[config.mk]
export PLATFORM = sky130hd
export DESIGN_NAME = fault_beep_code_sequencer
export DESIGN_NICKNAME = d
export VERILOG_FILES = /design/src/rtl/fbcs_pkg.sv /design/src/rtl/fbcs_digit_split.sv /design/src/rtl/fault_beep_code_sequencer.sv
export SDC_FILE = /design/constraint.sdc
export NUM_CORES = 1
export LEC_CHECK = 0
export BUFFER_PORTS_ARGS = -buffer_cell sky130_fd_sc_hd__buf_2
export CAP_MARGIN = 20
export CORE_ASPECT_RATIO = 1.2
export CORE_UTILIZATION = 35
export DETAILED_ROUTE_END_ITERATION = 12
export GPL_TIMING_DRIVEN = 0
export PLACE_DENSITY = 0.49
export SLEW_MARGIN = 40
export SYNTH_ARGS = -nofsm -noshare
export SYNTH_HDL_FRONTEND = slang
export SYNTH_HIERARCHICAL = 1
export SYNTH_SLANG_ARGS = --single-unit
[constraint.sdc]
create_clock -name clk -period 12.4 [get_ports clk]
set_clock_uncertainty 0.2 [all_clocks]
set_input_delay 2.48 -clock clk [delete_from_list [all_inputs] [get_ports clk]]
set_output_delay 2.48 -clock clk [all_outputs]
set_load 0.02 [all_outputs]
[src/rtl/fbcs_pkg.sv]
// Shared types and constants of the fault beep code sequencer.
package fbcs_pkg;

	localparam int unsigned LEN_W   = 16;
	localparam int unsigned DIGIT_W = 8;
	localparam int unsigned APP_W   = 8;
	localparam int unsigned SYS_W   = 16;
	localparam int unsigned PHASE_W = 3;
	localparam int unsigned NPHASE  = 8;
	localparam int unsigned IDX_W   = 3;

	// register indexes
	localparam logic [IDX_W-1:0] REG_LONG_BEEP  = 3'd0;
	localparam logic [IDX_W-1:0] REG_SHORT_BEEP = 3'd1;
	localparam logic [IDX_W-1:0] REG_DIGIT_GAP  = 3'd2;
	localparam logic [IDX_W-1:0] REG_GROUP_GAP  = 3'd3;
	localparam logic [IDX_W-1:0] REG_CYCLE_GAP  = 3'd4;

	// register reset values
	localparam logic [LEN_W-1:0] RST_LONG_BEEP  = 16'd400;
	localparam logic [LEN_W-1:0] RST_SHORT_BEEP = 16'd100;
	localparam logic [LEN_W-1:0] RST_DIGIT_GAP  = 16'd500;
	localparam logic [LEN_W-1:0] RST_GROUP_GAP  = 16'd1500;
	localparam logic [LEN_W-1:0] RST_CYCLE_GAP  = 16'd4000;

	// item kinds
	localparam logic OP_TICK  = 1'b0;
	localparam logic OP_START = 1'b1;

	// first phase, and gap phases with their own length; other gaps use the digit gap
	localparam logic [PHASE_W-1:0] PH_FIRST    = 3'd0;
	localparam logic [PHASE_W-1:0] PH_GROUP_GAP = 3'd3;
	localparam logic [PHASE_W-1:0] PH_CYCLE_GAP = 3'd7;

	// digit counts: app tens, app ones, sys tens, sys ones
	typedef logic [3:0][DIGIT_W-1:0] digits_t;

	typedef struct packed {
		logic [PHASE_W-1:0] phase;
		logic [DIGIT_W-1:0] beeps;
		logic               half_on;
		logic [LEN_W-1:0]   time_left;
	} seg_t;

endpackage

[src/rtl/fbcs_digit_split.sv]
// Splits the two report codes into tens and ones, truncating toward zero.
module fbcs_digit_split (
	input  logic [fbcs_pkg::APP_W-1:0] app_code,
	input  logic [fbcs_pkg::SYS_W-1:0] sys_code,
	output fbcs_pkg::digits_t          digits
);
	import fbcs_pkg::*;

	logic [18:0] app_prod;
	logic [4:0]  app_tens;
	logic [7:0]  app_ones;
	logic        sys_neg;
	logic [15:0] sys_mag;
	logic [31:0] sys_prod;
	logic [12:0] sys_tens;
	logic [15:0] sys_ones;

	// x*205>>11 is x/10 for x below 1029; x*52429>>19 for x below 43690
	always_comb begin
		app_prod = 19'(app_code) * 19'd205;
		app_tens = app_prod[15:11];
		app_ones = app_code - 8'({app_tens, 3'b000} + {2'b00, app_tens, 1'b0});

		sys_neg  = sys_code[SYS_W-1];
		sys_mag  = sys_neg ? (16'd0 - sys_code) : sys_code;
		sys_prod = 32'(sys_mag) * 32'd52429;
		sys_tens = sys_prod[31:19];
		sys_ones = sys_mag - 16'({sys_tens, 3'b000} + {2'b00, sys_tens, 1'b0});

		digits[0] = DIGIT_W'(app_tens);
		digits[1] = app_ones;
		digits[2] = sys_neg ? (8'd0 - sys_tens[7:0]) : sys_tens[7:0];
		digits[3] = sys_neg ? (8'd0 - sys_ones[7:0]) : sys_ones[7:0];
	end

endmodule

[src/rtl/fault_beep_code_sequencer.sv]
// Top level of the fault beep code sequencer: buzzer pattern from two error codes.
//
//  channel  dir  handshake          payload
//  s_*      in   tvalid/tready      tuser: op; tdata: app_code, sys_code
//  m_*      out  tvalid/tready      tdata: buzzer, reporting
//  cfg_*    in   cfg_we (no wait)   cfg_index, cfg_data (16-bit lengths)
//
// One item per cycle sustained while the result is not stalled; every item gives
// one result, through the input register, then the sequencing step into the
// result register. Reset (arst_n low, asynchronous) stops the pattern and
// restores the default lengths. A stalled result holds the result register and,
// behind it, the input register; s_tready drops only when both are full.
module fault_beep_code_sequencer (
	input  logic        clk,
	input  logic        arst_n,
	input  logic        s_tvalid,
	output logic        s_tready,
	input  logic [23:0] s_tdata,    // [7:0] app_code, [23:8] sys_code
	input  logic        s_tuser,    // op: 0 tick, 1 start
	output logic        m_tvalid,
	input  logic        m_tready,
	output logic [7:0]  m_tdata,    // [0] buzzer, [1] reporting, [7:2] zero
	input  logic        cfg_we,
	input  logic [fbcs_pkg::IDX_W-1:0] cfg_index,
	input  logic [fbcs_pkg::LEN_W-1:0] cfg_data
);
	import fbcs_pkg::*;

	// configuration
	logic [LEN_W-1:0] long_q, short_q, dgap_q, ggap_q, cgap_q;

	// input register
	logic                 in_valid_s1;
	logic                 op_s1;
	logic [APP_W-1:0]     app_s1;
	logic [SYS_W-1:0]     sys_s1;

	// pattern state
	logic                 running_q;
	seg_t                 seg_q;
	digits_t              digits_q;

	// result register
	logic                 out_valid_q;
	logic                 buzzer_q;
	logic                 reporting_q;

	logic                 advance;
	digits_t              digits_new;
	logic                 start_ok;
	seg_t                 fresh [NPHASE];
	logic [NPHASE-1:0]    live;
	logic                 cur_empty;
	logic                 found;
	logic [PHASE_W-1:0]   sel;
	logic [PHASE_W-1:0]   cand;
	seg_t                 work;
	seg_t                 seg_nxt;
	logic                 level;
	logic [LEN_W-1:0]     tl_dec;
	logic [LEN_W-1:0]     work_len;

	fbcs_digit_split u_split (
		.app_code (app_s1),
		.sys_code (sys_s1),
		.digits   (digits_new)
	);

	assign advance  = in_valid_s1 && (!out_valid_q || m_tready);
	assign s_tready = !in_valid_s1 || advance;
	assign m_tvalid = out_valid_q;
	assign m_tdata  = {6'd0, reporting_q, buzzer_q};

	assign start_ok = (op_s1 == OP_START) && !running_q &&
		((app_s1 != '0) || (sys_s1 != '0));

	// what each phase looks like right after it is loaded, and whether it lasts
	always_comb begin
		for (int p = 0; p < NPHASE; p++) begin
			fresh[p].phase = PHASE_W'(p);
			if (p[0] == 1'b0) begin
				fresh[p].beeps     = digits_q[p >> 1];
				fresh[p].half_on   = 1'b1;
				fresh[p].time_left = p[1] ? short_q : long_q;
				live[p] = (fresh[p].beeps != '0) && (fresh[p].time_left != '0);
			end else begin
				fresh[p].beeps     = '0;
				fresh[p].half_on   = 1'b0;
				if (PHASE_W'(p) == PH_GROUP_GAP)
					fresh[p].time_left = ggap_q;
				else if (PHASE_W'(p) == PH_CYCLE_GAP)
					fresh[p].time_left = cgap_q;
				else
					fresh[p].time_left = dgap_q;
				live[p] = (fresh[p].time_left != '0);
			end
		end
	end

	// an exhausted segment passes to the next phase that has any length; the
	// full turn around comes back to the current phase itself
	always_comb begin
		cur_empty = (seg_q.time_left == '0) ||
			(!seg_q.phase[0] && (seg_q.beeps == '0));
		found = 1'b0;
		sel   = seg_q.phase + 3'd1;
		for (int k = 1; k <= NPHASE; k++) begin
			cand = seg_q.phase + PHASE_W'(k);
			if (!found && live[cand]) begin
				found = 1'b1;
				sel   = cand;
			end
		end
	end

	// one tick on the chosen segment, or the first phase loaded on an accepted start
	always_comb begin
		work     = cur_empty ? fresh[sel] : seg_q;
		work_len = work.phase[1] ? short_q : long_q;
		tl_dec   = work.time_left - 16'd1;
		seg_nxt  = seg_q;
		level    = 1'b0;
		if (op_s1 == OP_START) begin
			if (start_ok) begin
				seg_nxt.phase     = PH_FIRST;
				seg_nxt.beeps     = digits_new[0];
				seg_nxt.half_on   = 1'b1;
				seg_nxt.time_left = long_q;
			end
		end else if (running_q) begin
			if (cur_empty && !found) begin
				// nothing in the pattern has any length: stay silent
				seg_nxt = fresh[sel];
			end else begin
				level   = !work.phase[0] && work.half_on;
				seg_nxt = work;
				seg_nxt.time_left = tl_dec;
				if ((tl_dec == '0) && !work.phase[0]) begin
					// end of a beep half: on half gives way to off, off ends the beep
					if (work.half_on) begin
						seg_nxt.half_on = 1'b0;
					end else begin
						seg_nxt.beeps   = work.beeps - 8'd1;
						seg_nxt.half_on = 1'b1;
					end
					seg_nxt.time_left = work_len;
				end
			end
		end
	end

	always_ff @(posedge clk or negedge arst_n) begin
		if (!arst_n) begin
			long_q  <= RST_LONG_BEEP;
			short_q <= RST_SHORT_BEEP;
			dgap_q  <= RST_DIGIT_GAP;
			ggap_q  <= RST_GROUP_GAP;
			cgap_q  <= RST_CYCLE_GAP;
		end else if (cfg_we) begin
			unique case (cfg_index)
				REG_LONG_BEEP:  long_q  <= cfg_data;
				REG_SHORT_BEEP: short_q <= cfg_data;
				REG_DIGIT_GAP:  dgap_q  <= cfg_data;
				REG_GROUP_GAP:  ggap_q  <= cfg_data;
				REG_CYCLE_GAP:  cgap_q  <= cfg_data;
				default: ;
			endcase
		end
	end

	always_ff @(posedge clk or negedge arst_n) begin
		if (!arst_n) begin
			in_valid_s1 <= 1'b0;
		end else if (s_tready) begin
			in_valid_s1 <= s_tvalid;
		end
	end

	always_ff @(posedge clk) begin
		if (s_tready && s_tvalid) begin
			op_s1  <= s_tuser;
			app_s1 <= s_tdata[7:0];
			sys_s1 <= s_tdata[23:8];
		end
	end

	always_ff @(posedge clk or negedge arst_n) begin
		if (!arst_n) begin
			running_q <= 1'b0;
			seg_q     <= '0;
			digits_q  <= '0;
		end else if (advance) begin
			seg_q <= seg_nxt;
			if (start_ok) begin
				running_q <= 1'b1;
				digits_q  <= digits_new;
			end
		end
	end

	always_ff @(posedge clk or negedge arst_n) begin
		if (!arst_n) begin
			out_valid_q <= 1'b0;
		end else if (advance) begin
			out_valid_q <= 1'b1;
		end else if (m_tready) begin
			out_valid_q <= 1'b0;
		end
	end

	always_ff @(posedge clk) begin
		if (advance) begin
			buzzer_q    <= level;
			reporting_q <= running_q || start_ok;
		end
	end

endmodule
; ---- Yosys cells after proc, flatten, opt, wreduce, memory -nomap -nowiden
; Index checks and enable logic that the tools add are counted.
[classes]
n_div = 0
n_mux = 48
shifts = 0
n_bitwise = 2
eq_ne = 5
magnitude_cmp = 9
reduce_logical = 64
mul = 2
add_sub_neg = 16
[ops]
columns = cell, n
row1 = 28-bit 2-to-1 mux, 7
row2 = 16-bit nonzero test, 6
row3 = 28-bit binary-select mux with 3-bit select, 1
row4 = 8-bit nonzero test, 5
row5 = 16-bit logical NOT, 2
row6 = "3-bit by 4-bit < comparator with 1-bit output, second input constant", 8
row7 = 16-bit 2-to-1 mux, 2
row8 = "16-bit by 16-bit multiplier with 27-bit output, second input constant", 1
row9 = 25-bit 2-to-1 mux, 1
row10 = 1-bit binary-select mux with 3-bit select, 8
row11 = 8-bit 2-to-1 mux, 3
row12 = 3-bit 2-to-1 mux, 7
row13 = 1-bit logical AND, 19
row14 = 1-bit 2-to-1 mux, 19
row15 = "8-bit by 8-bit multiplier with 16-bit output, second input constant", 1
row16 = "1-bit by 16-bit subtractor with 16-bit output, first input constant", 1
row17 = "1-bit by 8-bit subtractor with 8-bit output, first input constant", 2
row18 = "16-bit by 1-bit subtractor with 16-bit output, second input constant", 1
row19 = 8-bit subtractor, 2
row20 = 1-bit logical NOT, 13
row21 = "3-bit adder, second input constant", 4
row22 = 2-bit AND reduction, 6
row23 = 8-bit by 6-bit adder with 8-bit output, 1
row24 = 8-bit adder, 1
row25 = other kinds (18), 25
[word_totals]
output_inout_bits = 10
ram_bits = 0
regBits = 167
latchBits = 0
n_memories = 0
rom_bits = 0

; ---- Longest topological paths before layout
[depth]
word_depth = 38
ltp_mapped = 37
depth_no_buf = 37

; ---- Modules after synthesis
; Netlist, hierarchy kept.
[modules_own_cells]
columns = mod, n_inst, cells_per_inst, area_each_um2, seq_area_each_um2
row1 = fault_beep_code_sequencer, 1, 1165, 11215.8, 4420.5
row2 = fbcs_digit_split, 1, 701, 6378.6, 0.0

; ---- Worst setup path before layout
; OpenSTA, ideal clock, no wires.
[synth_timing]
path_type = register -> register
startpoint = register sys_s1[2]
endpoint = register digits_q[31] in the netlist's numbering
arrival_time_ps = 8579
setup_ps = 117
stages_incl_launch_ff = 32
required_time_ps = 12083
setup_slack_ps = 3504
path_buffers = 0
cell_sequence = edfxtp_1 nor3_1 nand3_1 or3_1 or3_1 o31ai_1 xnor2_1 ha_1 ha_1 fa_1 fa_1 fa_1 inv_1 fa_1 inv_1 ha_1 a21o_1 a21o_1 a21o_1 a21o_1 a41o_1 mux2_2 o211ai_1 fa_1 inv_1 ha_1 o41a_1 xor2_1 o41ai_2 xnor3_1 nand2_1 nand2_1
[synth_lines]
columns = item, line
row1 = start: declaration, fault_beep_code_sequencer.sv:36  ; logic [SYS_W-1:0] sys_s1;
row2 = start signal: assignment, fault_beep_code_sequencer.sv:183  ; sys_s1 <= s_tdata[23:8];
row3 = end signal: assignment, fault_beep_code_sequencer.sv:196  ; digits_q <= digits_new;
row4 = end: declaration, fault_beep_code_sequencer.sv:41  ; digits_t digits_q;

==> flow_summary.toml <==
[setup_path]
worstSetupPathType = "flop to flop"
path_common_cell = "fa_1"
start_kind = "flop"
critical_path_buf_inv_count = 3
cp_max_fo = 5
crit_path_max_incr_delay_ns = 0.51
end_kind = "flop"
cp.arrival_ns = 10.12
crit_family = "adder cells"
worstPathRequired_ns = 12.58
cp_slowest_cell = "fa_1"

[sta]
rsz0062_at_grt = "false"
min_period_ns = 9.934
period_share_pct = 80.11
tightest_slew_ns = 0.8876
fmax_mhz = 100.7
hold_viol = 0
finalMaxSlewViolations = 0
finalSetupViolCount = 0
slew_headroom_pct = 40.28
fin_tns_setup_ns = 0

[clock_network]
numCtsBuffers = 17
cts_hold_buf = 0
clk_path_buf_depth = 2
cts-resized-gates = 0
h-tree-depth = 4
cts-root-buf = "clkbuf_16"
clk_pin_slew_ns = 0.07
cts_setup_buffers = 0
cts.sinks = 170
cts_tree = "yes"
insertion_delay_ns = 0.50

[synth]
async_flop_share_pct = 84.12
yosysWarnings = 6
yosysTopAreaCell = "dfrtp_1"
synth_cells = 1866
synth.distinct_cells = 110
synth_top_flop_cell = "dfrtp_1"
yosys-top-cells-area = "dfrtp_1, ha_1, fa_1"
synth_edf_count = 27
synth-seq-cells = 170
syn_area_sq_mm = 0.01759
post_synth.cell_area_avg_sq_um = 9.429
yosysTopAreaCellShare_pct = 16.78
ys_seq_area_share_pct = 25.12

[global_route]
grt_max_degree = 59
grt_pass1_vias = 14910
antenna_found_initial = 0
grtUsageTotal_pct = 24.01
overflow = 0
grt_pass1_wl_um = 90500

[routing]
route.detailed.drc = 3
via_per_inst = 5.663
detail_route.wl_per_cell_um = 22.90
drt_iter0_drc = 1001
wirelength_um = 59530
ant_nets = 0
drt_pass1_iterations = 9
vias = 14720

[die]
core_sq_mm = 0.04944
die-height_um = 247.6
io_pins = 59
start_util_pct = 35.59
rows = 89
die_area_sq_mm = 0.05117
die_w_um = 206.7

[run_status]
status = "finished with violations"
violations = "design-rule violations"

[place]
port_buffers = 51
gp_congestion = 0.9826
dpl.hpwl_um = 48220

[final_layout]
num_antenna_cells = 0
drive_gt1_share_pct = 16.46
nets = 2259
fin_util_pct = 39.39
area_growth_pct = 10.69

[flow_run]
cap_violations = 0

[worst_hold_path]
worstHoldPathType = "flop to flop"
==> per-stage QoR <==
| stage | std cells | setup WS, ns | instance area (sq um) | hold slack, ns |
|---|---|---|---|---|
| 3_5_place_dp | 2567 | 2.432 | 18840 | 0.2934 |
| 3_3_place_gp | 2561 | 2.370 | 18670 | 0.2743 |
| 5_1_grt | 2599 | 1.982 | 19470 | 0.3351 |
| 6_report | 2599 | 2.466 | 19470 | 0.2972 |
| 2_1_floorplan | 1873 | 3.504 | 17620 | 0.2569 |
| 4_1_cts | 2599 | 2.349 | 19460 | 0.3004 |
==> layout by cell type, fill, tap and decap left out, types with 11 or more instances in the layout <==
cell type / count
nand3_1: 46
dfrtp_1: 118
or3_1: 15
nor2_1: 74
nand2b_1: 17
a211oi_1: 28
a41oi_1: 14
nor2b_1: 15
nor4_2: 12
inv_1: 204
fa_1: 94
buf_2: 60
o31ai_1: 12
dfstp_2: 25
mux2_2: 107
mux2i_1: 42
clkbuf_1: 48
o211ai_1: 18
xor2_1: 22
o21ai_0: 68
nand3b_1: 13
a31oi_1: 20
buf_4: 13
xnor2_1: 59
nor4_1: 23
a21oi_1: 74
nand2_1: 187
buf_1: 11
nand4_1: 18
ha_1: 167
a21o_1: 13
clkbuf_16: 17
and3_1: 14
nor3_1: 27
edfxtp_1: 27
==> per-layer routing <==
layer	routed length [um]	global-route usage, %	vias to the layer above
met3	2538	3.466	111
li1	-	-	6862
met5	0	0	-
met1	24800	29.24	7322
met2	29650	41.45	423
met4	2540	11.09	0
==> cell families (layout without fill, tap and decap cells) <==
| logic type | count (synthesis) | after routing | synth area share (%) |
|---|---|---|---|
| and+or+nand+nor | 529 | 529 | 16.21 |
| AOI/OAI and AO/OA | 376 | 376 | 15.20 |
| buffers and inverters | 286 | 375 | 6.606 |
| adders and majority gates | 261 | 261 | 22.57 |
| DFF | 170 | 170 | 25.12 |
| muxes | 155 | 155 | 9.750 |
| xor gates and xnor gates | 87 | 87 | 4.494 |
| other | 2 | 9 | 0.04268 |
==> state kept, by name, indices dropped and copies added (netlist names) <==
name	flops
sys_s1	16
app_s1	8
long_q	16
reporting_q	1
m_tvalid	1
dgap_q	16
ggap_q	16
digits_q	32
op_s1	1
in_valid_s1	1
short_q	16
buzzer_q	1
cgap_q	16
seg_q	28
running_q	1
==> path summary, 6_finish.rpt <==
kind / cells past startpoint / to / start / slack [ns]
setup / recovery: 32 / digits_q[31]$_DFFE_PN0P_ / sys_s1[2]$_DFFE_PP_ / 2.47
hold / removal: 1 / m_tvalid$_DFFE_PN0P_ / in_valid_s1$_DFFE_PN0N_ / 0.30
setup reg to reg: 32 / digits_q[31]$_DFFE_PN0P_ / sys_s1[2]$_DFFE_PP_ / 2.47
hold reg to reg: 1 / m_tvalid$_DFFE_PN0P_ / in_valid_s1$_DFFE_PN0N_ / 0.30
max in group asynchronous: 3 / cgap_q[9]$_DFFE_PN1P_ / arst_n / 9.36
min in group asynchronous: 1 / seg_q[22]$_DFFE_PN0P_ / arst_n / 1.67
==> synthesized netlist by cell type (all sizes together), types with 9 or more instances <==
library cell / number
o21ai: 76
xor2: 23
a21oi: 75
inv: 204
o211ai: 20
or2: 11
nand3b: 14
a211oi: 31
nand2: 189
dfstp: 25
a21o: 14
xnor2: 63
and2: 9
buf: 34
clkbuf: 48
nand4: 20
nand2b: 18
a22oi: 10
fa: 94
ha: 167
o31ai: 12
and3: 16
mux2: 111
nor2b: 15
or3: 15
nor2: 75
mux2i: 42
dfrtp: 118
a31oi: 20
or4: 9
nand3: 48
edfxtp: 27
nor4: 41
nor3: 31
a41oi: 16
a2111oi: 9
==> area by class of cell <==
type,instances,area [sq um]
Fill cell,5041,29970
Inverter,204,765.7
Tap cell,637,797.0
Multi-Input combinational cell,1417,12140
Sequential cell,170,4420
Timing Repair Buffer,57,337.8
Clock inverter,14,181.4
Buffer,82,396.6
Clock buffer,18,439.2
Power is not shown: default switching activity piles up to over one toggle a cycle in this logic, so the estimate is an artifact.
